`config.mk`:
```
export PLATFORM = sky130hd
export DESIGN_NAME = mlbd_back
export DESIGN_NICKNAME = d
export VERILOG_FILES = /design/src/mip_level_box_downsampler_top_assert.svh /design/src/mlbd_pkg.sv /design/src/mlbd_back.sv
export SDC_FILE = /design/constraint.sdc
export NUM_CORES = 1
export LEC_CHECK = 0
export BUFFER_PORTS_ARGS = -buffer_cell sky130_fd_sc_hd__buf_4
export CAP_MARGIN = 20
export CORE_ASPECT_RATIO = 0.7
export CORE_UTILIZATION = 30
export CTS_CLUSTER_DIAMETER = 40
export DETAILED_ROUTE_END_ITERATION = 8
export MAX_ROUTING_LAYER = met4
export PLACE_DENSITY = 0.54
export RECOVER_POWER = 100
export SLEW_MARGIN = 10
export SYNTH_ARGS = -nofsm -noshare
export SYNTH_HDL_FRONTEND = slang
export SYNTH_SLANG_ARGS = --single-unit
```
`constraint.sdc`:
```
create_clock -name aclk -period 2 [get_ports aclk]
set_clock_uncertainty 0.05 [all_clocks]
set_input_delay 0.1 -clock aclk [delete_from_list [all_inputs] [get_ports aclk]]
set_output_delay 0.1 -clock aclk [all_outputs]
set_load 0.005 [all_outputs]
```
`src/mip_level_box_downsampler_top_assert.svh`:
```
// assertion macros for the mip level box downsampler top level
// expects aclk and aresetn in the scope of each use
`ifndef MIP_LEVEL_BOX_DOWNSAMPLER_TOP_ASSERT_SVH
`define MIP_LEVEL_BOX_DOWNSAMPLER_TOP_ASSERT_SVH

// same-cycle implication, checked out of reset
`define MLBD_ASSERT_SAME(label, ante, cons, msg) \
    label: assert property (@(posedge aclk) disable iff (!aresetn) (ante) |-> (cons)) \
        else $error(msg);

// next-cycle implication, checked out of reset
`define MLBD_ASSERT_NEXT(label, ante, cons, msg) \
    label: assert property (@(posedge aclk) disable iff (!aresetn) (ante) |=> (cons)) \
        else $error(msg);

`endif

```
`src/mlbd_pkg.sv`:
```
// shared constants, types and helper functions of the mip level box downsampler
// no dependencies
package mlbd_pkg;

    localparam int MAX_WIDTH_DEF   = 4096;
    localparam int PIX_W           = 32;
    localparam int LANE_W          = 9;
    localparam int SUM_W           = 4 * LANE_W;
    localparam int ROW_W           = 12;
    localparam int HEIGHT_LOG2_MAX = 12;
    localparam int LOG2_W          = 4;
    localparam int CFG_IDX_W       = 3;
    localparam int CFG_DATA_W      = 4;

    // register indexes of the configuration port
    localparam logic [CFG_IDX_W-1:0] REG_WIDTH_LOG2  = 3'd0;
    localparam logic [CFG_IDX_W-1:0] REG_HEIGHT_LOG2 = 3'd1;
    localparam logic [CFG_IDX_W-1:0] REG_HAS_ALPHA   = 3'd2;
    localparam logic [CFG_IDX_W-1:0] REG_BORDER_TB   = 3'd3;
    localparam logic [CFG_IDX_W-1:0] REG_BORDER_LR   = 3'd4;

    // item handed from the line store stage to the averaging stage
    typedef struct packed {
        logic [SUM_W-1:0] hsum;
        logic             use_above;
        logic             alpha_zero;
        logic             level_end;
    } mlbd_stage_t;

    // floor(log2(max_width)): bits of the source column counter
    function automatic int col_bits(input int max_width);
        return $clog2(max_width + 1) - 1;
    endfunction

    // address bits of the line store, at least one
    function automatic int addr_bits(input int max_width);
        int c;
        c = col_bits(max_width);
        return (c > 1) ? c - 1 : 1;
    endfunction

    // four 9-bit channel sums of two pixels
    function automatic logic [SUM_W-1:0] pair_sum(input logic [PIX_W-1:0] a,
                                                  input logic [PIX_W-1:0] b);
        logic [SUM_W-1:0] r;
        r = '0;
        for (int c = 0; c < 4; c++) begin
            r[c*LANE_W +: LANE_W] = {1'b0, a[c*8 +: 8]} + {1'b0, b[c*8 +: 8]};
        end
        return r;
    endfunction

endpackage

```
`src/mlbd_back.sv`:
```
// vertical sum, channel averaging, alpha masking and the output register
// depends on mlbd_pkg
module mlbd_back (
    input  logic                         aclk,
    input  logic                         aresetn,
    input  logic                         s1_valid,
    input  mlbd_pkg::mlbd_stage_t        s1,
    input  logic [mlbd_pkg::SUM_W-1:0]   ram_rd_data,
    output logic                         s1_take,
    output logic                         m_tvalid,
    input  logic                         m_tready,
    output logic [mlbd_pkg::PIX_W-1:0]   m_tdata,
    output logic                         m_tlast
);

    localparam int LANE_W = mlbd_pkg::LANE_W;

    logic                       m_valid_reg;
    logic [mlbd_pkg::PIX_W-1:0] m_data_reg, m_data_next;
    logic                       m_last_reg;
    logic [LANE_W:0]            lane_sum;

    always_comb begin
        m_data_next = '0;
        for (int c = 0; c < 4; c++) begin
            if (s1.use_above) begin
                lane_sum = {1'b0, ram_rd_data[c*LANE_W +: LANE_W]}
                         + {1'b0, s1.hsum[c*LANE_W +: LANE_W]};
            end else begin
                // single source row counts twice
                lane_sum = {s1.hsum[c*LANE_W +: LANE_W], 1'b0};
            end
            m_data_next[c*8 +: 8] = lane_sum[LANE_W:2];
        end
        if (s1.alpha_zero) begin
            m_data_next[31:24] = 8'd0;
        end
    end

    assign s1_take = !m_valid_reg || m_tready;

    always_ff @(posedge aclk) begin
        if (!aresetn) begin
            m_valid_reg <= 1'b0;
        end else if (s1_take) begin
            m_valid_reg <= s1_valid;
        end
    end

    always_ff @(posedge aclk) begin
        if (s1_take && s1_valid) begin
            m_data_reg <= m_data_next;
            m_last_reg <= s1.level_end;
        end
    end

    assign m_tvalid = m_valid_reg;
    assign m_tdata  = m_data_reg;
    assign m_tlast  = m_last_reg;

endmodule

```
=== After elaboration in Yosys (flattened, before gate mapping) ===
Cells that the tools add are included.

* Bits in registers: 34
* Bits in latches: 0
* RAM bits: 0
* Bits in read-only memories: 0
* Input port bits: 79
* Memories kept: 0

* Add/sub/neg operators: 4
* Multipliers: 0
* Divide/modulo/power cells: 0
* $lt $le $gt $ge: 0
* Equality and inequality tests: 0
* Shift-type cells: 0
* Muxes and demuxes: 4
* Bitwise gates (word level): 0
* Reductions and logical operators: 3

{| class="wikitable"
|+ Operator list
! kind !! count
|-
| adder 9 x 9 -> 10 bit || 4
|-
| 2-to-1 mux 10 bit || 4
|-
| logical AND 1 bit || 1
|-
| zero test 1 bit || 1
|-
| logical OR 1 bit || 1
|}

=== Depth between registers and ports, before layout ===
Gate-level depths: netlist of the first run.

* Word-level depth: 3
* Gate-level depth with buffers: 6
* Depth with buffers taken out: 6

=== Least setup slack after synthesis of the first run ===
Ideal clock, no wire load.

* Path kind: input to register
* Start point: input s1[17] in the netlist's numbering
* End point: register m_data_reg (netlist bit m_tdata[15]), data pin
* Setup time: 0.275 ns
* Arrival time: 1.599 ns
* Setup slack: 0.077 ns
* Stages on the path: 6
* Path buffers: 0
* Cell sequence: ha_1 and2_1 or2_0 a221o_1 a2111oi_2 a211oi_1

* Word-level cells in the longest chain between the ends: 2

{| class="wikitable"
|+ Ends and longest elaborated chain
! item !! RTL line !! RTL
|-
| start: declaration || mlbd_back.sv:7 || <nowiki>input mlbd_pkg::mlbd_stage_t s1,</nowiki>
|-
| adder 9 x 9 -> 10 bit || mlbd_back.sv:28 || <nowiki>+ {1'b0, s1.hsum[c*LANE_W +: LANE_W]};</nowiki>
|-
| 2-to-1 mux 10 bit || mlbd_back.sv:26 || <nowiki>if (s1.use_above) begin</nowiki>
|-
| named net m_data_next (one bit) || mlbd_back.sv:19 || <nowiki>logic [mlbd_pkg::PIX_W-1:0] m_data_reg, m_data_next;</nowiki>
|-
| end signal: assignment || mlbd_back.sv:52 || <nowiki>m_data_reg <= m_data_next;</nowiki>
|-
| end: declaration || mlbd_back.sv:19 ||
|}

The timed path passes the listed nets, and every way through them passes these cells.
A chain may end at the register's enable or synchronous reset.

=== Worst setup path in the final report of the first run ===
Same ends and word-level chain as after synthesis.

==> summary by stage, run 1 <==
Run status
The flow ran to the end, and the final reports show no timing, DRC or antenna violations.

Worst setup path
The capturing element type of the critical path is a flop. The worst setup path category is in2reg. Traced cell by cell, the critical path runs through buf_4, ha_1, and2_1, or2_0, a221o_1, a2111oi_2, a211oi_1. The critical path starts at s1[17]. The arrival time of the worst setup path is 1.77 ns.

The startpoint class of the critical path is an input pin. Among cell families on the critical path, the largest total delay comes from compound AO/OA/AOI/OAI gates. Of all nets on the critical path, the largest fanout is 4. The critical register-to-register path startpoint is m_tvalid. The number of buffers and inverters on the critical path is 1. The slowest stage of the critical path belongs to the cell sky130_fd_sc_hd__a221o_1. The largest stage delay on the critical path is 0.43 ns. Data on the critical path is required at its endpoint by 1.92 ns.

Flow run
Across the run, the number of max-cap violations was 0.

Floorplan
The placeable core region is 8440 µm². In this run the vertical extent of the chip is 80.0 µm. The top-level I/O count is 114. The count of standard-cell rows is 28. The initial utilization of the core area, before any placement, comes to 0.309. Measured along the x axis, the die boundary spans 113 µm. The die area is 9080 µm².

Clock network
The cell sitting at the root of the clock tree is a sky130_fd_sc_hd__clkbuf_16. The worst-case clock buffer depth is 2. TritonCTS built the clock tree.

The number of buffers created by CTS is 5. The count of cells resized by post-cts repair is 0. The tree built by TritonCTS fans out to 34 sinks. At the later pin of the worst-skew pair, clock insertion delay measures 0.27 ns. After clock tree synthesis, the clock-pin slew on the worst setup and hold paths is 0.06 ns. The H-tree was split into 2 levels.

Routing
The number of design-rule violations left by the first detailed-router iteration is 81. Using the TritonRoute via totals, the vias-per-cell ratio works out to 4.70. In the final routed layout, each cell accounts on average for 13.2 µm. The first detailed-routing pass ran for 4 iterations.

The detailed-route wire length is 6.45 mm. The count of nets left with antenna violations once routing finished came out at 0. The detailed router placed 2,304 vias in this run. For this run, design rule violations remaining after detail routing come to 0.

Placement
Detailed placement ended at an HPWL of 5.06 mm. The number of I/O port buffers is 113. In this run the cell area measured after placement is 3700 µm². The global placer's final weighted congestion is 0.764.

Synth
sky130_fd_sc_hd__edfxtp_1 is the most common cell in the netlist. The largest total area in the synthesized netlist belongs to sky130_fd_sc_hd__edfxtp_1. Ranked by total cell area, the synthesized netlist is headed by sky130_fd_sc_hd__edfxtp_1, sky130_fd_sc_hd__ha_1, sky130_fd_sc_hd__mux2_2. The synthesized netlist cell count is 241.

The yosys synthesis warning count is 0. The mean instance size in the synthesized netlist is 10.8 µm². Counting flops with a built-in enable in the synthesized netlist gives 33.

The number of synthesized register bits is 34. Of all flip-flops after synthesis, the portion carrying an async set or reset was 0. The synthesized netlist occupies a cell area of 2610 µm². Of the synthesized area, sequential elements account for 0.388. The number of library cell types mapped by synthesis is 47. Of the post-synthesis cell area, the dominant cell type holds 0.380. For this run, the leading register cell type out of synthesis is sky130_fd_sc_hd__edfxtp_1. The commonest cells after synthesis are sky130_fd_sc_hd__edfxtp_1, sky130_fd_sc_hd__ha_1, sky130_fd_sc_hd__nor2_1. Counting every net in the synthesized netlist gives 352.

Finish
The fraction of final layout cells with drive strength greater than 1 is 0.381. In the final design database the tool counted 480 nets. The number of inserted diodes is 0. Once layout is done, the placed cells without fillers occupy 3780 µm². From synthesis to final layout, the design area changed by 45.0%.

STA
The clock period could shrink to 1.85 ns. The final-report hold violation count is 0. The transition time at the pin with the least slew margin is 1.05 ns. Setup repair after global routing left no endpoint under its margin. The post-route fraction of the period consumed by the critical path is 0.924. The final count of negative-setup-slack endpoints is 0.

The fmax is 541 MHz. Measured against its own limit, the worst slew margin works out to 0.303. The final number of max-transition violations is 0.

Power and ir drop
The power density over the cells is 626 nW/µm². The leakage power is 0.00165 µW. The overall power after layout is 2370 µW. VDD sags by at most 324 µV.

GRT
The pin count of the biggest net entering global routing is 34. The initial antenna violation count is 0. The first-pass GRT wire length is 10.0 mm. The number of global-route vias before repair came to 2,134. The overall routing resource usage is 0.146. Global routing finished with a remaining overflow of 0.

Worst hold path
The classification of the worst-slack hold path is in2reg. The startpoint of the most critical hold path is s1_valid.
==> power breakdown <==
part | internal, µW | switching [µW] | total, µW
registers | 877 | 18.2 | 895
logic | 410 | 326 | 737
clock network | 455 | 283 | 738
total | 1740 | 627 | 2370
==> worst reg2reg max path, delay by kind of cell (launching register included) <==
family                 cells  cell delay, ns
flip-flops                 1            0.31
AND/OR/NAND/NOR            2            0.23
buffers and inverters      1            0.71
==> routing by layer <==
layer,up-vias,global-route usage,part of all wire
met2,70,0.228,0.43
li1,1191,-,-
met1,1041,0.188,0.50
met3,2,0.0410,0.068
met5,-,-,0
met4,0,0.0316,0.0037
==> sequential cells by signal (all words and copies together) (netlist names) <==
| signal | count |
|---|---|
| m_tdata | 32 |
| m_tlast | 1 |
| m_tvalid | 1 |
==> kinds of logic (layout without fill, tap and decap cells) <==
| family | Yosys count | count (layout) | share of synthesized area |
|---|---|---|---|
| flip-flops | 34 | 34 | 0.388 |
| AND/OR/NAND/NOR | 60 | 60 | 0.115 |
| buffers and inverters | 12 | 141 | 0.0173 |
| AO/OA/AOI/OAI | 62 | 62 | 0.172 |
| XOR/XNOR | 22 | 22 | 0.0739 |
| adder cells (fa/ha/maj) | 32 | 32 | 0.153 |
| multiplexers | 19 | 19 | 0.0806 |
==> cells in the final DEF (no fill, tap or decap), drive strengths merged, types with 4 or more instances in the layout <==
master  instances
buf            84
clkbuf         49
edfxtp         33
ha             32
nor2           21
mux2           16
xnor2          15
nand2          11
a21oi          11
xor2            7
o21ai           6
a31oi           6
a311oi          5
o21bai          5
inv             5
a21o            5
a211oi          4
==> per-stage QoR <==
step	hold slack, ns	util	cells	TNS, ns	worst slack [ns]
floorplan	0.149	-	241	0	0.0768
global placement	0.232	0.438	481	-0.0808	-0.0600
detailed placement	0.235	0.438	481	-0.205	-0.112
CTS	0.0302	0.456	490	0	0.187
global route	0.0290	0.448	490	0	0.0551
finish	0.0317	0.448	490	0	0.152
==> final timing paths <==
path,slack (ns),endpoint,cells past startpoint
hold reg to reg,0.48,m_tvalid,2
hold / removal,0.03,m_tvalid,3
setup reg to reg,0.31,m_tdata[21],3
setup / recovery,0.15,m_tdata[15],7
==> what timing repair did <==
| action | in CTS | in global routing |
|---|---|---|
| buffers inserted | 0 | 0 |
| hold endpoints to repair | 1 | 0 |
| hold buffers | 1 | 0 |
| setup endpoints to repair | 0 | 0 |
==> layout make-up <==
| cell class | count | area, µm² |
|---|---|---|
| clock buffers | 6 | 129 |
| clock inverters | 2 | 8.76 |
| fillers | 837 | 4660 |
| inverters | 5 | 18.8 |
| multi-input cells | 195 | 1550 |
| flip-flops and latches | 34 | 1010 |
| well taps | 120 | 150 |
| repair buffers | 128 | 920 |
(Power assumes the default switching activity.)
==> inputs of run 2 (changes only) <==
--- a/config.mk
+++ b/config.mk
@@ -11,6 +11,7 @@
 export CORE_UTILIZATION = 30
 export CTS_CLUSTER_DIAMETER = 40
 export DETAILED_ROUTE_END_ITERATION = 8
+export HOLD_SLACK_MARGIN = 0.06
 export MAX_ROUTING_LAYER = met4
 export PLACE_DENSITY = 0.54
 export RECOVER_POWER = 100
==> run 2 against run 1 <==
Effect of this change:
- combinational power barely moved
- sequential power barely moved
- clock power barely moved
- maximum frequency barely moved
- non-clock buffer count rose by 2
- power rose by 0.15%
- sequential share of layout area fell by 0.14 points
- core utilization rose by 0.24 points
- die area did not move
- critical endpoint unchanged
- largest cell class unchanged
- highest routed layer unchanged
==> summary by stage, run 2 (synthesized netlist as in run 1, its figures left out) <==
Run status
The run finished with clean final reports.

Finish
In the layout the commonest cells are sky130_fd_sc_hd__buf_4, sky130_fd_sc_hd__edfxtp_1, sky130_fd_sc_hd__ha_1, sky130_fd_sc_hd__clkbuf_4, sky130_fd_sc_hd__nor2_1. The layout net count came to 482 (+0.42%). The final instance count without filler cells is 492 (+0.41%). The fraction of final layout cells with drive strength greater than 1 is 0.379 (-0.00205). The number of inserted diodes was 0 (unchanged). The flip-flop count of the largest register, all copies and words added was 32 (unchanged).

The fraction of the core area covered by cells at the end of the flow is 0.451 (+0.00237). The area growth from synthesis to layout is 45.8%. The library cell used most frequently in the layout, excluding fill and tap cells, is sky130_fd_sc_hd__buf_4.

Floorplan
The count of standard-cell rows was 28 (unchanged). The placeable core region is 8440 µm² (unchanged). The starting density of the core is 0.309 (unchanged). The chip width is 113 µm (unchanged).

The die boundary height is 80.0 µm (unchanged). The die area is 9080 µm² (unchanged). The top-level I/O count was 114 (unchanged).

Clock network
The clock slew seen by the registers of the worst setup and hold paths was 0.06 ns (about the same). The CTS sink count is 34 (unchanged). The H-tree depth is 2 (unchanged).

TritonCTS built the clock tree. The clock insertion delay at the later pin of the skew report is 0.27 ns (about the same). The number of buffers created by CTS came to 5 (unchanged).

The clock tree root buffer cell is sky130_fd_sc_hd__clkbuf_16. The count of cells resized by post-cts repair came to 0 (unchanged). The worst-case clock buffer depth was 2 (unchanged).

STA
The final hold slack is 0.0748 ns (+0.0432 ns). The transition time at the pin with the least slew margin is 1.05 ns (-0.0000939 ns). The max-slew headroom at the worst pin came to 0.303 (about the same). The post-route fraction of the period consumed by the critical path was 0.924 (about the same). The fmax is 541 MHz (about the same). Setup repair after global routing left no endpoint under its margin.

The final count of negative-setup-slack endpoints is 0 (unchanged). The minimum setup slack in the final design is 0.153 ns (+0.000337 ns). The final critical delay including setup and external delays came to 1.85 ns (-0.000337 ns).

The total negative setup slack came to 0 ns (unchanged). The final number of max-transition violations was 0 (unchanged). The final-report hold violation count is 0 (unchanged).

Routing
The via density per instance is 4.71 (+0.20%). The remaining antenna violation count is 0 (unchanged). The count of TritonRoute iterations in the first routing pass came to 4 (unchanged). The total via count in the routed design is 2,318 (+0.61%).

The remaining design rule violation count is 0 (unchanged). The detailed-route wire length is 6.47 mm (+0.34%). The detail-routed net length per standard cell is 13.2 µm (about the same). The number of design-rule violations left by the first detailed-router iteration was 79 (-2.5%).

Worst setup path
The maximum fanout along the worst path is 4 (unchanged). The capturing element type of the critical path is a flop. The startpoint class of the critical path is an input pin. The required arrival time at the worst endpoint is 1.92 ns (about the same).

The arrival time of the worst setup path is 1.77 ns (about the same). The worst setup path category is in2reg.

GRT
The global route total overflow was 0 (unchanged). The initial antenna violation count came to 0 (unchanged). The first-pass GRT wire length came to 10.1 mm (+0.69%). The pin count of the biggest net entering global routing is 34 (unchanged). The overall routing resource usage was 0.147 (+0.000854). The number of global-route vias before repair was 2,156 (+1.0%).

Flow run
The max-cap violation count is 0 (unchanged).

Worst hold path
The classification of the worst-slack hold path is in2reg.

Power and ir drop
The part of the power in combinational logic is 0.312 (about the same). The fraction of power spent switching nets came to 0.265 (about the same). The clock network fraction of total power was 0.311 (about the same). The leakage power is 0.00166 µW (+0.57%). The power density over the cells is 624 nW/µm² (-0.37%). The reported net switching power was 628 µW (+0.15%). The proportion of power drawn by flip-flops and latches came to 0.377 (about the same). The maximum ir drop on the vdd rail is 324 µV (+0.18%). The internal power summed over all cells is 1740 µW (+0.15%).

Placement
The number of I/O port buffers is 113 (unchanged). The minimum setup slack after placement is -0.112 ns (unchanged). The total instance count after detailed placement came to 481 (unchanged).

The total half-perimeter wirelength after legalization and detailed placement is 5.06 mm (unchanged). The global placer's final weighted congestion came to 0.764 (unchanged).
[run 2: cell count changes in the layout (fill, tap and decap cells not counted), sizes merged]
cell         previous run  this run
dlygate4sd3             1         3
buf                    84        83
clkbuf                 49        50
[run 2: metal layers]
layer / vias up / global-route usage / routed length, µm
met5: - / - / 0
met4: 0 / 0.0316 / 24
met3: 2 / 0.0410 / 434
met2: 68 / 0.230 / 2800
met1: 1051 / 0.189 / 3220
li1: 1197 / - / -
[run 2: metrics by stage]
stage | instance area (µm²) | total power [µW]
6_report | 3800 | 2370
5_1_grt | 3800 | 2510
4_1_cts | 3870 | 2430
3_5_place_dp | 3700 | 1680
3_3_place_gp | 3700 | 1670
2_1_floorplan | 2610 | 1320
[run 2: cell type report]
class                           count  area, µm²
Timing Repair Buffer              130        940
Inverter                            5       18.8
Sequential cell                    34       1010
Clock inverter                      2       8.76
Tap cell                          120        150
Fill cell                         835       4640
Multi-Input combinational cell    195       1550
Clock buffer                        6        129
[run 2: worst max-delay path, cell delays in order]
cell	delay, ns
sky130_fd_sc_hd__buf_4	0.11
sky130_fd_sc_hd__ha_1	0.29
sky130_fd_sc_hd__and2_1	0.17
sky130_fd_sc_hd__or2_0	0.20
sky130_fd_sc_hd__a221o_1	0.43
sky130_fd_sc_hd__a2111oi_2	0.37
sky130_fd_sc_hd__a211oi_1	0.09
[run 2: worst paths after layout]
| check | start | end | slack, ns | cells past startpoint |
|---|---|---|---|---|
| min | s1[28] | m_tdata[22] | 0.07 | 3 |
| max | s1[17] | m_tdata[15] | 0.15 | 7 |
| min reg2reg | m_tvalid | m_tvalid | 1.04 | 3 |
| max reg2reg | m_tvalid | m_tdata[21] | 0.31 | 3 |
[run 2: repair_timing]
action,4_1_cts,5_1_grt
hold endpoints to repair,2,0
setup buffers,0,0
endpoints found under the setup margin,0,0
hold buffers,3,0
[run 2: power by group through the flow]
stage,Sequential (µW),Clock (µW),Combinational (µW)
after floorplan,917,0,406
after global placement,909,0,759
after detailed placement,910,0,766
after CTS,897,763,775
after global routing,902,783,826
final,895,738,740
