File: src/mip_level_box_downsampler_top_assert.svh
// assertion macros for the mip level box downsampler top level
// expects aclk and aresetn in the scope of each use
`ifndef MIP_LEVEL_BOX_DOWNSAMPLER_TOP_ASSERT_SVH
`define MIP_LEVEL_BOX_DOWNSAMPLER_TOP_ASSERT_SVH

// same-cycle implication, checked out of reset
`define MLBD_ASSERT_SAME(label, ante, cons, msg) \
    label: assert property (@(posedge aclk) disable iff (!aresetn) (ante) |-> (cons)) \
        else $error(msg);

// next-cycle implication, checked out of reset
`define MLBD_ASSERT_NEXT(label, ante, cons, msg) \
    label: assert property (@(posedge aclk) disable iff (!aresetn) (ante) |=> (cons)) \
        else $error(msg);

`endif

File: src/mlbd_pkg.sv
// shared constants, types and helper functions of the mip level box downsampler
// no dependencies
package mlbd_pkg;

    localparam int MAX_WIDTH_DEF   = 4096;
    localparam int PIX_W           = 32;
    localparam int LANE_W          = 9;
    localparam int SUM_W           = 4 * LANE_W;
    localparam int ROW_W           = 12;
    localparam int HEIGHT_LOG2_MAX = 12;
    localparam int LOG2_W          = 4;
    localparam int CFG_IDX_W       = 3;
    localparam int CFG_DATA_W      = 4;

    // register indexes of the configuration port
    localparam logic [CFG_IDX_W-1:0] REG_WIDTH_LOG2  = 3'd0;
    localparam logic [CFG_IDX_W-1:0] REG_HEIGHT_LOG2 = 3'd1;
    localparam logic [CFG_IDX_W-1:0] REG_HAS_ALPHA   = 3'd2;
    localparam logic [CFG_IDX_W-1:0] REG_BORDER_TB   = 3'd3;
    localparam logic [CFG_IDX_W-1:0] REG_BORDER_LR   = 3'd4;

    // item handed from the line store stage to the averaging stage
    typedef struct packed {
        logic [SUM_W-1:0] hsum;
        logic             use_above;
        logic             alpha_zero;
        logic             level_end;
    } mlbd_stage_t;

    // floor(log2(max_width)): bits of the source column counter
    function automatic int col_bits(input int max_width);
        return $clog2(max_width + 1) - 1;
    endfunction

    // address bits of the line store, at least one
    function automatic int addr_bits(input int max_width);
        int c;
        c = col_bits(max_width);
        return (c > 1) ? c - 1 : 1;
    endfunction

    // four 9-bit channel sums of two pixels
    function automatic logic [SUM_W-1:0] pair_sum(input logic [PIX_W-1:0] a,
                                                  input logic [PIX_W-1:0] b);
        logic [SUM_W-1:0] r;
        r = '0;
        for (int c = 0; c < 4; c++) begin
            r[c*LANE_W +: LANE_W] = {1'b0, a[c*8 +: 8]} + {1'b0, b[c*8 +: 8]};
        end
        return r;
    endfunction

endpackage

File: src/mlbd_front.sv
// config registers, source position tracking, horizontal pairing and line store access
// depends on mlbd_pkg
module mlbd_front #(
    parameter int MAX_WIDTH = mlbd_pkg::MAX_WIDTH_DEF
) (
    input  logic                                    aclk,
    input  logic                                    aresetn,
    input  logic                                    cfg_wr_en,
    input  logic [mlbd_pkg::CFG_IDX_W-1:0]          cfg_wr_index,
    input  logic [mlbd_pkg::CFG_DATA_W-1:0]         cfg_wr_data,
    input  logic                                    s_tvalid,
    output logic                                    s_tready,
    input  logic [mlbd_pkg::PIX_W-1:0]              s_tdata,
    input  logic                                    s1_take,
    output logic                                    s1_valid,
    output mlbd_pkg::mlbd_stage_t                   s1,
    output logic                                    ram_wr_en,
    output logic [mlbd_pkg::addr_bits(MAX_WIDTH)-1:0] ram_wr_addr,
    output logic [mlbd_pkg::SUM_W-1:0]              ram_wr_data,
    output logic                                    ram_rd_en,
    output logic [mlbd_pkg::addr_bits(MAX_WIDTH)-1:0] ram_rd_addr
);

    localparam int COL_W  = mlbd_pkg::col_bits(MAX_WIDTH);
    localparam int ADDR_W = mlbd_pkg::addr_bits(MAX_WIDTH);
    localparam int ROW_W  = mlbd_pkg::ROW_W;

    logic [mlbd_pkg::LOG2_W-1:0] width_log2_reg, height_log2_reg;
    logic                        has_alpha_reg, border_tb_reg, border_lr_reg;
    logic [COL_W-1:0]            src_col_reg, src_col_next;
    logic [ROW_W-1:0]            src_row_reg, src_row_next;
    logic [mlbd_pkg::PIX_W-1:0]  pair_hold_reg;
    logic                        s1_valid_reg;
    mlbd_pkg::mlbd_stage_t       s1_reg, s1_next;

    logic                        cfg_hit, s_acc;
    logic [mlbd_pkg::LOG2_W-1:0] wl_eff, hl_eff;
    logic [COL_W-1:0]            wmask, col, col_half;
    logic [ROW_W-1:0]            rmask, row;
    logic                        w1, h1, last_col, last_row, first_col, first_row;
    logic                        pair_done, wr_need, rd_need, emit;
    logic [mlbd_pkg::SUM_W-1:0]  hsum;

    assign cfg_hit = cfg_wr_en && (cfg_wr_index inside
                     {[mlbd_pkg::REG_WIDTH_LOG2 : mlbd_pkg::REG_BORDER_LR]});

    always_ff @(posedge aclk) begin
        if (!aresetn) begin
            width_log2_reg  <= '0;
            height_log2_reg <= '0;
            has_alpha_reg   <= 1'b1;
            border_tb_reg   <= 1'b0;
            border_lr_reg   <= 1'b0;
        end else if (cfg_wr_en) begin
            case (cfg_wr_index)
                mlbd_pkg::REG_WIDTH_LOG2:  width_log2_reg  <= cfg_wr_data;
                mlbd_pkg::REG_HEIGHT_LOG2: height_log2_reg <= cfg_wr_data;
                mlbd_pkg::REG_HAS_ALPHA:   has_alpha_reg   <= cfg_wr_data[0];
                mlbd_pkg::REG_BORDER_TB:   border_tb_reg   <= cfg_wr_data[0];
                mlbd_pkg::REG_BORDER_LR:   border_lr_reg   <= cfg_wr_data[0];
                default: ;
            endcase
        end
    end

    // clamp sizes and build position masks
    always_comb begin
        wl_eff = (width_log2_reg > mlbd_pkg::LOG2_W'(COL_W)) ?
                 mlbd_pkg::LOG2_W'(COL_W) : width_log2_reg;
        hl_eff = (height_log2_reg > mlbd_pkg::LOG2_W'(mlbd_pkg::HEIGHT_LOG2_MAX)) ?
                 mlbd_pkg::LOG2_W'(mlbd_pkg::HEIGHT_LOG2_MAX) : height_log2_reg;
        wmask     = ~({COL_W{1'b1}} << wl_eff);
        rmask     = ~({ROW_W{1'b1}} << hl_eff);
        col       = src_col_reg & wmask;
        row       = src_row_reg & rmask;
        col_half  = col >> 1;
        w1        = (wl_eff == '0);
        h1        = (hl_eff == '0);
        last_col  = (col == wmask);
        last_row  = (row == rmask);
        first_col = (col_half == '0);
        first_row = ((row >> 1) == '0);
        pair_done = w1 || col[0];
        hsum      = mlbd_pkg::pair_sum(w1 ? s_tdata : pair_hold_reg, s_tdata);
        wr_need   = pair_done && !h1 && !row[0];
        rd_need   = pair_done && !h1 && row[0];
        emit      = pair_done && (h1 || row[0]);
    end

    always_comb begin
        if (last_col) begin
            src_col_next = '0;
            src_row_next = last_row ? '0 : row + 1'b1;
        end else begin
            src_col_next = col + 1'b1;
            src_row_next = row;
        end
    end

    assign s_tready = !s1_valid_reg || s1_take;
    assign s_acc    = s_tvalid && s_tready;

    always_ff @(posedge aclk) begin
        if (!aresetn || cfg_hit) begin
            src_col_reg <= '0;
            src_row_reg <= '0;
        end else if (s_acc) begin
            src_col_reg <= src_col_next;
            src_row_reg <= src_row_next;
        end
    end

    // even-column pixel waits for its partner
    always_ff @(posedge aclk) begin
        if (s_acc && !pair_done) begin
            pair_hold_reg <= s_tdata;
        end
    end

    always_comb begin
        s1_next.hsum       = hsum;
        s1_next.use_above  = !h1;
        s1_next.alpha_zero = !has_alpha_reg
                             || (border_tb_reg && (first_row || last_row))
                             || (border_lr_reg && (first_col || last_col));
        s1_next.level_end  = last_col && last_row;
    end

    always_ff @(posedge aclk) begin
        if (!aresetn) begin
            s1_valid_reg <= 1'b0;
        end else if (s_acc) begin
            s1_valid_reg <= emit;
        end else if (s1_take) begin
            s1_valid_reg <= 1'b0;
        end
    end

    always_ff @(posedge aclk) begin
        if (s_acc && emit) begin
            s1_reg <= s1_next;
        end
    end

    assign s1_valid = s1_valid_reg;
    assign s1       = s1_reg;

    // even rows store pair sums, odd rows read them back as the matching pair completes
    assign ram_wr_en   = s_acc && wr_need;
    assign ram_wr_addr = col_half[ADDR_W-1:0];
    assign ram_wr_data = hsum;
    assign ram_rd_en   = s_acc && rd_need;
    assign ram_rd_addr = col_half[ADDR_W-1:0];

endmodule

File: config.mk
export PLATFORM = sky130hd
export DESIGN_NAME = mlbd_front
export DESIGN_NICKNAME = d
export VERILOG_FILES = /design/src/mip_level_box_downsampler_top_assert.svh /design/src/mlbd_pkg.sv /design/src/mlbd_front.sv
export SDC_FILE = /design/constraint.sdc
export NUM_CORES = 1
export LEC_CHECK = 0
export ABC_AREA = 1
export ABC_CLOCK_PERIOD_IN_PS = 5200
export CORE_MARGIN = 8
export CORE_UTILIZATION = 45
export DETAILED_ROUTE_END_ITERATION = 6
export DONT_BUFFER_PORTS = 1
export PLACE_DENSITY = 0.68
export SLEW_MARGIN = 20
export SYNTH_ARGS = -nofsm -noshare
export SYNTH_HDL_FRONTEND = slang
export SYNTH_SLANG_ARGS = --single-unit
File: constraint.sdc
create_clock -name aclk -period 5.2 [get_ports aclk]
set_input_delay 1.3 -clock aclk [delete_from_list [all_inputs] [get_ports aclk]]
set_output_delay 1.3 -clock aclk [all_outputs]
set_load 0.1 [all_outputs]
Word-level counts from Yosys, hierarchy flattened
Index checks and enable logic that the tools add are counted.
W data, S select, Z words.
Cells by class
  add/subtract/negate cells: 6
  multipliers: 0
  divide/modulo/power cells: 0
  order comparisons: 4
  equal/unequal tests: 6
  shift-type cells: 2
  muxes and demuxes: 8
  bitwise gates (word level): 4
  reduce and logical (&&, ||, !) cells: 39
Operators with widths (number)
  $add A8 B8 Y9: 4
  $mux W12: 3
  $mux W32: 1
  $add A12 B1 Y12 const B: 2
  $and A12 B12 Y12: 2
  $eq A12 B12 Y1: 2
  $logic_not A12 Y1: 2
  $not A12 Y12: 2
  $shl A12 B4 Y12 const A: 2
  $logic_and A1 B1 Y1: 14
  $reduce_and A2 Y1: 5
  $gt A4 B4 Y1 const B: 2
  $logic_not A4 Y1: 2
  $logic_or A1 B1 Y1: 8
  $mux W4: 2
  $eq A3 B2 Y1 const B: 2
  $logic_not A1 Y1: 6
  $eq A3 B1 Y1 const B: 1
  $eq A3 B3 Y1 const B: 1
  $ge A3 B1 Y1 const B: 1
  $le A3 B3 Y1 const B: 1
  $logic_not A3 Y1: 1
  $mux W1: 2
  $reduce_bool A2 Y1: 1
Storage, ports and cells
  register bits: 107
  latch bits: 0
  RAM bits: 0
  bits in read-only memories: 0
  output and inout bits: 101
  logic and storage cells: 82
  memories: 0

Logic depth before layout (Yosys ltp)
Gate-level depths: netlist of run 1.
  word-level depth: 10
  depth in mapped cells: 20

Worst setup path before layout of run 1
Ideal clock, no wire load.
  path type: input port to output port
  from: input port s1_take
  to: output port ram_rd_en
  arrival time: 3.870 ns
  data required time: 3.900 ns
  setup slack: 0.030 ns
  cell stages on the path: 6
  path through: inv_1 > nand2_1 > nand2_1 > clkinv_1 > nand2_1 > nor2_1
On the way
  longest elaborated chain between the ends: 3
Ends and longest elaborated chain
  start: declaration: line mlbd_front.sv:14  | input logic s1_take,
  $logic_or A1 B1 Y1: line mlbd_front.sv:100  | assign s_tready = !s1_valid_reg || s1_take;
  net s_tready: line mlbd_front.sv:12  | output logic s_tready,
  $logic_and A1 B1 Y1: line mlbd_front.sv:101  | assign s_acc = s_tvalid && s_tready;
  $logic_and A1 B1 Y1: line mlbd_front.sv:152  | assign ram_rd_en = s_acc && rd_need;
  end: declaration: line mlbd_front.sv:20  | output logic ram_rd_en,
The timed path passes the listed nets, and every way through them passes these cells.

Worst setup path after layout of run 1
  from: input port s_tdata[1] (netlist bit)
  to: output port ram_wr_data[8] (netlist bit)
On the way
  longest elaborated chain between the ends: 2
Ends and longest elaborated chain
  start: declaration: line mlbd_front.sv:13  | input logic [mlbd_pkg::PIX_W-1:0] s_tdata,
  $mux W32: line mlbd_front.sv:84  | hsum = mlbd_pkg::pair_sum(w1 ? s_tdata : pair_hold_reg, s_tdata);
  $add A8 B8 Y9 *: line mlbd_pkg.sv:48  | r[c*LANE_W +: LANE_W] = {1'b0, a[c*8 +: 8]} + {1'b0, b[c*8 +: 8]};
  end: declaration: line mlbd_front.sv:19  | output logic [mlbd_pkg::SUM_W-1:0] ram_wr_data,
Every way passes the cells marked *; elsewhere a longest branch is shown, timed or not.

==> flow_metrics.env, run 1 <==
export IMPL_final_setup_tns_ps=0
export IMPL_finalCriticalPeriod_ps=4954
export IMPL_synthAdderAreaFrac_pct=7.643
export IMPL_clock_sinks=107
export IMPL_vias_per_cell=5.187
export IMPL_synthCells=779
export IMPL_synth_nets=861
export IMPL_synth_top_family_by_area="simple AND/OR/NAND/NOR gates"
export IMPL_p_total_mw=3.183
export IMPL_first_global_vias=4800
export IMPL_fp_row_count=44
export IMPL_place_congestion=0.9519
export IMPL_pwr_share_clk_pct=22.0
export IMPL_period_share_pct=95.26
export IMPL_critPathMaxFanout=3
export IMPL_grt_max_degree=34
export IMPL_drtAntennaViolNets=0
export IMPL_p_leak_nw=3.075
export IMPL_cp_end_kind="output pin"
export IMPL_synthXorXnorAreaFrac_pct=2.384
export IMPL_yosysSeqAreaShare_pct=43.13
export IMPL_die_area_mm2=0.01883
export IMPL_p_sw_share_pct=48.21
export IMPL_tightest_slew_ps=1134
export IMPL_pwr_share_comb_pct=35.4
export IMPL_cts_hold_buf=0
export IMPL_diodes=0
export IMPL_ys_ff_latch=107
export IMPL_die_x_um=137.2
export IMPL_utilization_pct=50.94
export IMPL_finClkSkew_ps=7.240
export IMPL_fp_dieH_um=137.2
export IMPL_final_cell_mix="nand2_1, inv_1, edfxtp_1"
export IMPL_syn_area_mm2=0.006614
export IMPL_clock_latency_ps=350
export IMPL_path_class="input pin to output pin"
export IMPL_drv_slew=0
export IMPL_cts_buffers=9
export IMPL_ios=145
export IMPL_wl_mm=15.30
export IMPL_cts_root_buf="clkbuf_16"
export IMPL_syn_to_final_growth_pct=11.09
export IMPL_grt_total_usage_pct=16.41
export IMPL_cellPowerDensity_mw_per_mm2=433.2
export IMPL_htree_levels=3
export IMPL_setup_viol=0
export IMPL_grt_pass1_wl_mm=24.38
export IMPL_firstDrtPassIters=5
export IMPL_wl_per_cell_um=15.85
export IMPL_layout_commonest_cell="nand2_1"
export IMPL_start_util_pct=45.85
export IMPL_clkTransAtPathRegs_ps=70
export IMPL_first_iter_violations=302
export IMPL_irDropWorstVdd_mv=0.2255
export IMPL_yosys_warnings=0
export IMPL_netlist_cell_type_count=37
export IMPL_cts_tree="built"
export IMPL_cts_buffer_depth=2
export IMPL_rsz0062_at_grt="no"
export IMPL_seq_power_share_pct=42.6
export IMPL_hold_viol_final=0
export IMPL_drv_cap=0
export IMPL_portBuffers=0
export IMPL_hold_path_class="flip-flop to flip-flop"
export IMPL_grt_antenna_before_repair=0
export IMPL_hpwl_mm=11.71
export IMPL_startpoint_type="input pin"
export IMPL_intPower_mw=1.648
export IMPL_cp_arrival_ps=3650
export IMPL_required_ps=3900
export IMPL_muxShareOfSynthArea_pct=4.767
export IMPL_overflow=0
export IMPL_num_vias=5005
export IMPL_drive_above_1_share_pct=19.72
export IMPL_outcome="finished, final reports clean"
export IMPL_syn_area_per_cell_um2=8.490
export IMPL_drc_errors=0
export IMPL_p_sw_mw=1.535
export IMPL_place_area_mm2=0.006999
export IMPL_largest_reg_flops=39
export IMPL_post_cts_buffers=0
export IMPL_fin_area_mm2=0.007347
export IMPL_synth_simple_area_share_pct=21.40
export IMPL_slew_limit_headroom_pct=24.37
export IMPL_core_mm2=0.01442
export IMPL_synth_compound_area_share_pct=8.078
export IMPL_num_nets_final=858
export IMPL_fmax_mhz=201.9
[cell families (layout without fill, tap and decap cells)]
| family | Yosys count | in the layout |
|---|---|---|
| and+or+nand+nor | 319 | 319 |
| xor gates and xnor gates | 18 | 18 |
| AOI/OAI and AO/OA | 101 | 101 |
| buffers and inverters | 168 | 170 |
| DFF | 107 | 107 |
| muxes | 28 | 28 |
| adders and majority gates | 38 | 38 |
[path summary, 6_finish.rpt]
| kind | start | end | slack [ps] | depth (start not counted) |
|---|---|---|---|---|
| hold / removal | border_tb_reg$_SDFFE_PN0P_ | border_tb_reg$_SDFFE_PN0P_ | 460 | 2 |
| setup reg to reg | width_log2_reg[3]$_SDFFE_PN0P_ | s1[11]$_DFFE_PP_ | 1600 | 13 |
| hold reg to reg | border_tb_reg$_SDFFE_PN0P_ | border_tb_reg$_SDFFE_PN0P_ | 460 | 2 |
| setup / recovery | s_tdata[1] | ram_wr_data[8] | 250 | 11 |
[repair_timing]
action,in CTS,in global routing
gates resized for setup,0,3
endpoints found under the setup margin,0,6
hold endpoints to repair,0,0
[layout make-up]
type                            count  area, µm²
Clock buffer                       11      242.7
Clock inverter                      5      60.06
Tap cell                          184      230.2
Fill cell                        1360       7077
Sequential cell                   107       2854
Timing Repair Buffer               45      424.2
Inverter                          109      409.1
Multi-Input combinational cell    504       3127
[power groups by stage]
stage               Combinational (mW)  Clock [mW]  Sequential [mW]
global route                      1.19       0.755             1.36
finish                            1.13       0.699             1.36
CTS                               1.13       0.723             1.36
global placement                  1.12           0             1.37
floorplan                        0.985           0             1.37
detailed placement                1.13           0             1.38
[through the flow]
stage / cells / hold slack, ps / worst slack [ps]
2_1_floorplan: 779 / 423.1 / 29.84
3_3_place_gp: 948 / 437.3 / 290.0
3_5_place_dp: 948 / 448.4 / 247.9
4_1_cts: 964 / 459.4 / 61.71
5_1_grt: 965 / 477.8 / 65.61
6_report: 965 / 459.1 / 246.5
[cell usage after synthesis (all sizes together)]
| library cell | number | area [µm²] |
|---|---|---|
| clkinv | 1 | 3.750 |
| nand3b | 7 | 52.55 |
| edfxtp | 71 | 2132 |
| a21oi | 61 | 305.3 |
| nor2 | 45 | 201.4 |
| clkbuf | 6 | 22.52 |
| xnor2 | 8 | 70.07 |
| buf | 53 | 401.6 |
| o211ai | 1 | 7.510 |
| or2 | 5 | 31.28 |
| dfxtp | 36 | 720.7 |
| o21bai | 4 | 30.03 |
| nand2 | 188 | 720.7 |
| fa | 4 | 80.08 |
| a22oi | 1 | 7.510 |
| a21boi | 4 | 30.03 |
| o31ai | 1 | 7.510 |
| ha | 34 | 425.4 |
| nand3 | 51 | 265.3 |
| nor3 | 9 | 50.05 |
| xor2 | 10 | 87.58 |
| o22ai | 1 | 6.260 |
| mux2 | 28 | 315.3 |
| inv | 108 | 405.4 |
| o21ai | 28 | 140.1 |
| nand4 | 14 | 93.84 |
[routing by layer]
metal,vias to the layer above,global-route usage (%),share of wire [%]
met5,-,0,0
met4,0,5.371,1.9
met3,25,5.653,8.3
met2,154,26.16,47
met1,2309,20.40,43
li1,2517,-,-
[critical path, stage by stage]
cell	delay [ps]
inv_1	40
o21ai_0	230
inv_1	90
fa_1	460
o21ai_0	250
nand2_1	90
nand2_1	70
a21oi_1	100
inv_1	70
a21oi_1	70
o21bai_2	870
Power figures use the tool's default switching activity.
==> run 2, diff against run 1 <==
--- a/config.mk
+++ b/config.mk
@@ -11,7 +11,7 @@
 export CORE_UTILIZATION = 45
 export DETAILED_ROUTE_END_ITERATION = 6
 export DONT_BUFFER_PORTS = 1
-export PLACE_DENSITY = 0.68
+export PLACE_DENSITY_LB_ADDON = 0.25
 export SLEW_MARGIN = 20
 export SYNTH_ARGS = -nofsm -noshare
 export SYNTH_HDL_FRONTEND = slang
==> run 2 against run 1 <==
  * Critical path depth rose by 5
  * Via count barely moved
  * Die area did not move
  * Worst hold slack got worse by 15 ps
  * Clock-buffer cell count fell by 2
  * Non-clock buffer count fell by 2
  * Final area fell by 0.27%
  * First-iteration DRC count rose by 20%
  * Global-route usage rose by 0.46 points
  * Wire length rose by 4.1%
  * Critical path type is now flip-flop to output pin
  * Largest cell class unchanged
  * Largest power group unchanged
==> flow_metrics.env, run 2 (synthesized netlist as in run 1, its figures left out) <==
export IMPL_outcome="finished, final reports clean"
export IMPL_intPower_mw=1.643
export IMPL_hold_path_class="flip-flop to flip-flop"
export IMPL_final_setup_tns_ps=0
export IMPL_tightest_slew_ps=1026
export IMPL_fin_area_mm2=0.007327
export IMPL_diodes=0
export IMPL_drtAntennaViolNets=0
export IMPL_p_sw_mw=1.560
export IMPL_irDropWorstVdd_mv=0.2074
export IMPL_drive_above_1_share_pct=19.51
export IMPL_first_global_vias=4998
export IMPL_finClkSkew_ps=6.417
export IMPL_cts_buffer_depth=2
export IMPL_cts_root_buf="clkbuf_16"
export IMPL_hpwl_mm=12.31
export IMPL_layout_commonest_cell="nand2_1"
export IMPL_critPathMaxFanout=26
export IMPL_grt_max_degree=34
export IMPL_worstPathCellList="inv_1, nand3_2, buf_6, mux2_2, ha_1, a21oi_1, nand2_1, nand2_1, nand2_1, nand2_1, a21boi_0, or2_2, a21oi_1, nand2_1, nand2_1, buf_4"
export IMPL_wl_mm=15.93
export IMPL_drc_errors=0
export IMPL_seq_power_share_pct=42.4
export IMPL_crit_start="width_log2_reg[1]$_SDFFE_PN0P_"
export IMPL_vias_per_cell=5.202
export IMPL_cpMostUsedCell="nand2_1"
export IMPL_critical_path_max_stage_delay_ps=400
export IMPL_die_x_um=137.2
export IMPL_grt_total_usage_pct=16.87
export IMPL_first_iter_violations=363
export IMPL_pwr_share_clk_pct=22.1
export IMPL_setup_viol=0
export IMPL_layout_cells_non_filler=963
export IMPL_place_area_mm2=0.007004
export IMPL_startpoint_type="flip-flop"
export IMPL_die_area_mm2=0.01883
export IMPL_firstDrtPassIters=4
export IMPL_htree_levels=3
export IMPL_portBuffers=0
export IMPL_grt_pass1_wl_mm=25.15
export IMPL_drv_slew=0
export IMPL_slew_limit_headroom_pct=31.42
export IMPL_critPathSlowestCell="dfxtp_1"
export IMPL_drv_cap=0
export IMPL_wl_per_cell_um=16.54
export IMPL_required_ps=3900
export IMPL_cp_arrival_ps=3560
export IMPL_largest_reg_flops=39
export IMPL_cp_end_kind="output pin"
export IMPL_cts_buffers=9
export IMPL_cts_hold_buf=0
export IMPL_place_congestion=0.9366
export IMPL_path_class="flip-flop to output pin"
export IMPL_hold_viol_final=0
export IMPL_clock_latency_ps=350
export IMPL_pwr_share_comb_pct=35.4
export IMPL_reg2reg_from="width_log2_reg[1]$_SDFFE_PN0P_"
export IMPL_cts_tree="built"
export IMPL_ios=145
export IMPL_clock_sinks=107
export IMPL_grt_antenna_before_repair=0
export IMPL_p_sw_share_pct=48.70
export IMPL_rsz0062_at_grt="no"
export IMPL_core_mm2=0.01442
export IMPL_start_util_pct=45.85
export IMPL_syn_to_final_growth_pct=10.78
export IMPL_finalCriticalPeriod_ps=4862
export IMPL_dp_cells=947
export IMPL_fp_dieH_um=137.2
export IMPL_fp_row_count=44
export IMPL_cellPowerDensity_mw_per_mm2=437.2
export IMPL_fmax_mhz=205.7
export IMPL_num_vias=5010
export IMPL_period_share_pct=93.49
export IMPL_p_leak_nw=3.063
export IMPL_overflow=0
export IMPL_hold_start="border_tb_reg$_SDFFE_PN0P_"
export IMPL_utilization_pct=50.80
export IMPL_holdWs_ps=444.3
export IMPL_final_cell_mix="nand2_1, inv_1, edfxtp_1"
export IMPL_clkTransAtPathRegs_ps=70
export IMPL_num_nets_final=856
## run 2: area by class of cell
class	count	area, µm²
clock buffer	9	225.2
clock inverter	7	81.33
fill	1357	7097
inverter	109	409.1
multi-input combinational	504	3127
sequential	107	2853
tap	184	230.2
timing repair buffer	43	401.6
## run 2: through the flow
stage / setup WS [ps] / power (mW)
detailed placement: 179.6 / 2.520
global placement: 241.2 / 2.501
floorplan: 29.84 / 2.355
global route: 69.73 / 3.334
CTS: 154.8 / 3.236
finish: 338.4 / 3.203
## run 2: path summary, 6_finish.rpt
check / end / slack, ps / depth (start not counted)
setup / recovery: ram_wr_data[34] / 340 / 16
hold / removal: border_tb_reg$_SDFFE_PN0P_ / 440 / 2
setup reg to reg: s1[37]$_DFFE_PP_ / 1750 / 17
hold reg to reg: border_tb_reg$_SDFFE_PN0P_ / 440 / 2
## run 2: timing repair
item | 4_1_cts | 5_1_grt
endpoints found under the setup margin | 0 | 3
buffers inserted | 0 | 0
resized for setup | 0 | 3
## run 2: layer usage
metal  GRT usage (%)  wire [µm]  up-vias
met3           5.069       1130       15
met2           27.70       7607      146
li1                -          -     2515
met5               0          0        -
met1           20.81       6960     2334
met4           5.371        226        0
## run 2: worst max-delay path: cells and delay by family, from the launching register on
family	cells	cell delay (ps)
AND/OR/NAND/NOR	8	940
buffers and inverters	3	690
AO/OA/AOI/OAI	3	450
flip-flops	1	400
multiplexers	1	380
adder cells (fa/ha/maj)	1	350
## run 2: power by group through the flow
stage | logic (mW) | clock network [mW] | registers [mW]
after global placement | 1.12 | 0 | 1.38
after detailed placement | 1.14 | 0 | 1.38
final | 1.13 | 0.709 | 1.36
after floorplan | 0.985 | 0 | 1.37
after global routing | 1.20 | 0.769 | 1.37
after CTS | 1.14 | 0.734 | 1.36
==> run 3, diff against run 2 <==
--- a/config.mk
+++ b/config.mk
@@ -5,7 +5,6 @@
 export SDC_FILE = /design/constraint.sdc
 export NUM_CORES = 1
 export LEC_CHECK = 0
-export ABC_AREA = 1
 export ABC_CLOCK_PERIOD_IN_PS = 5200
 export CORE_MARGIN = 8
 export CORE_UTILIZATION = 45
==> run 3 against run 2 <==
  * Final cell count decreased by 15%
  * Clock skew is 1.1 ps higher
  * Sequential share of layout area is 0.15 points higher
  * Fmax fell by 3.4%
  * Area after synthesis down 1.1%
  * Final area is 0.39% lower
  * Critical path depth fell by 5
  * Global-route usage up 0.40 points
  * Sequential cell count unchanged
  * Clock power decreased by 1%
  * Largest cell class unchanged
  * Synthesized cell count shrank 17%
  * Worst hold slack better by 28 ps
==> flow_metrics.env, run 3 <==
export IMPL_grt_antenna_before_repair=0
export IMPL_syn_area_per_cell_um2=10.11
export IMPL_syn_to_final_growth_pct=11.57
export IMPL_synth_edf_count=71
export IMPL_synth_top_cell_by_area="edfxtp_1"
export IMPL_fillers=1285
export IMPL_p_leak_nw=2.708
export IMPL_cts_resized=0
export IMPL_grt_pass1_wl_mm=25.25
export IMPL_cts_tree="built"
export IMPL_cp_arrival_ps=3730
export IMPL_drv_slew=0
export IMPL_irDropWorstVdd_mv=0.2972
export IMPL_seqCellArea_mm2=0.002853
export IMPL_multiInputGateArea_mm2=0.003400
export IMPL_setup_viol=0
export IMPL_clock_latency_ps=350
export IMPL_core_mm2=0.01437
export IMPL_fp_row_count=44
export IMPL_grt_total_usage_pct=17.26
export IMPL_syn_area_mm2=0.006541
export IMPL_synth_top_area_share_pct=32.59
export IMPL_clkTransAtPathRegs_ps=70
export IMPL_tightest_slew_ps=1151
export IMPL_hpwl_mm=11.95
export IMPL_diodes=0
export IMPL_reg2reg_from="width_log2_reg[0]$_SDFFE_PN0P_"
export IMPL_hold_path_class="flip-flop to flip-flop"
export IMPL_ios=145
export IMPL_drtAntennaViolNets=0
export IMPL_portBuffers=0
export IMPL_num_vias=4716
export IMPL_cellPowerDensity_mw_per_mm2=427.9
export IMPL_layout_commonest_cell="edfxtp_1"
export IMPL_ys_top_cells_by_area="edfxtp_1, dfxtp_1, ha_1"
export IMPL_die_area_mm2=0.01865
export IMPL_num_nets_final=715
export IMPL_cts_hold_buf=0
export IMPL_finClkSkew_ps=7.495
export IMPL_path_class="flip-flop to output pin"
export IMPL_synthMostInstantiatedCell="edfxtp_1"
export IMPL_start_util_pct=45.52
export IMPL_synth_common_cells="edfxtp_1, buf_4, nand2_1, dfxtp_1, ha_1"
export IMPL_cts_buffers=9
export IMPL_startpoint_type="flip-flop"
export IMPL_hold_start="src_col_reg[10]$_SDFFE_PP0P_"
export IMPL_place_congestion=0.9073
export IMPL_htree_levels=3
export IMPL_clock_sinks=107
export IMPL_layout_cells_non_filler=822
export IMPL_cp_end_kind="output pin"
export IMPL_grt_max_degree=38
export IMPL_crit_start="width_log2_reg[0]$_SDFFE_PN0P_"
export IMPL_outcome="finished, final reports clean"
export IMPL_post_cts_buffers=0
export IMPL_dp_cells=805
export IMPL_largest_reg_flops=39
export IMPL_wl_per_cell_um=19.60
export IMPL_drc_errors=0
export IMPL_wl_mm=16.11
export IMPL_period_share_pct=96.79
export IMPL_drv_cap=0
export IMPL_final_cell_mix="edfxtp_1, nand2_1, buf_4"
export IMPL_overflow=0
export IMPL_holdWs_ps=472.5
export IMPL_netlist_cell_type_count=57
export IMPL_vias_per_cell=5.737
export IMPL_synthCells=647
export IMPL_fmax_mhz=198.7
export IMPL_fp_dieH_um=136.6
export IMPL_die_x_um=136.6
export IMPL_firstDrtPassIters=4
export IMPL_yosys_warnings=0
export IMPL_cts_root_buf="clkbuf_16"
export IMPL_critPathMaxFanout=11
export IMPL_rsz0062_at_grt="no"
export IMPL_yosysSeqAreaShare_pct=43.61
export IMPL_hold_viol_final=0
export IMPL_synth_ff_type="edfxtp_1"
export IMPL_drive_above_1_share_pct=23.35
export IMPL_required_ps=3900
export IMPL_first_iter_violations=313
export IMPL_synth_nets=729
export IMPL_async_reset_ff_share_pct=0
export IMPL_first_global_vias=4741
export IMPL_cts_buffer_depth=2
export IMPL_ys_ff_latch=107
export IMPL_slew_limit_headroom_pct=23.24
export IMPL_finalCriticalPeriod_ps=5033
[run 3: cell count changes in the layout (fill, tap and decap cells not counted), moves of 9 or more]
cell and delta:
xnor2_1 +11, nand2_1 -135, nor4_1 +13, nand3_1 -26, xnor2_2 +11, inv_1 -72
a21oi_1 -30, and2_1 +9, a21o_1 +10, nor2b_1 +19, nor2_2 -10, nand2b_1 +13
[run 3: per-stage QoR]
step / power, mW / TNS, ps / instance area [µm²] / setup slack (ps) / utilization, %
floorplan: 2.276 / -457.2 / 6558 / -457.2 / -
global placement: 2.434 / 0 / 6962 / 479.2 / 48.45
detailed placement: 2.442 / 0 / 6962 / 433.6 / 48.45
CTS: 3.146 / 0 / 7262 / 34.31 / 50.54
global route: 3.231 / 0 / 7298 / 12.64 / 50.79
finish: 3.123 / 0 / 7298 / 166.8 / 50.79
[run 3: report_power, final]
| part | switching (mW) | internal [mW] |
|---|---|---|
| clock | 0.321 | 0.378 |
| combinational | 0.787 | 0.266 |
| sequential | 0.374 | 0.996 |
| total | 1.48 | 1.64 |
[run 3: final cells by class]
class | count | share of cell area (%)
clock buffers | 9 | 3.086
well taps | 184 | 3.154
inverters | 30 | 1.543
clock inverters | 7 | 1.029
flip-flops and latches | 107 | 39.09
multi-input cells | 438 | 46.58
repair buffers | 47 | 5.520
[run 3: per-layer routing]
| layer | global-route usage [%] | up-vias | share of wire (%) |
|---|---|---|---|
| met5 | 0 | - | 0 |
| met4 | 6.589 | 0 | 1.8 |
| met3 | 5.837 | 23 | 9.4 |
| met2 | 27.16 | 181 | 48 |
| met1 | 21.48 | 2261 | 41 |
| li1 | - | 2251 | - |
[run 3: logic make-up after synthesis]
logic type	synth area share (%)
AOI/OAI and AO/OA	11.78
xor gates and xnor gates	5.222
adders and majority gates	7.728
buffers and inverters	8.665
DFF	43.61
muxes	6.752
and+or+nand+nor	16.24
[run 3: final timing paths]
| kind | slack, ps | cells after the start | endpoint |
|---|---|---|---|
| setup / recovery | 170 | 11 | ram_wr_data[25] |
| setup reg to reg | 1630 | 11 | s1[28]$_DFFE_PP_ |
| hold reg to reg | 470 | 2 | src_col_reg[10]$_SDFFE_PP0P_ |
| hold / removal | 470 | 2 | src_col_reg[10]$_SDFFE_PP0P_ |
[run 3: critical path: stages, from the launching register on]
cell	delay [ps]
dfxtp_1	380
or3_4	430
nor2_8	280
mux2_2	390
ha_1	280
a21o_1	180
a21oi_1	270
nor2b_1	90
o21a_1	190
o41ai_1	490
xnor2_2	190
buf_12	200
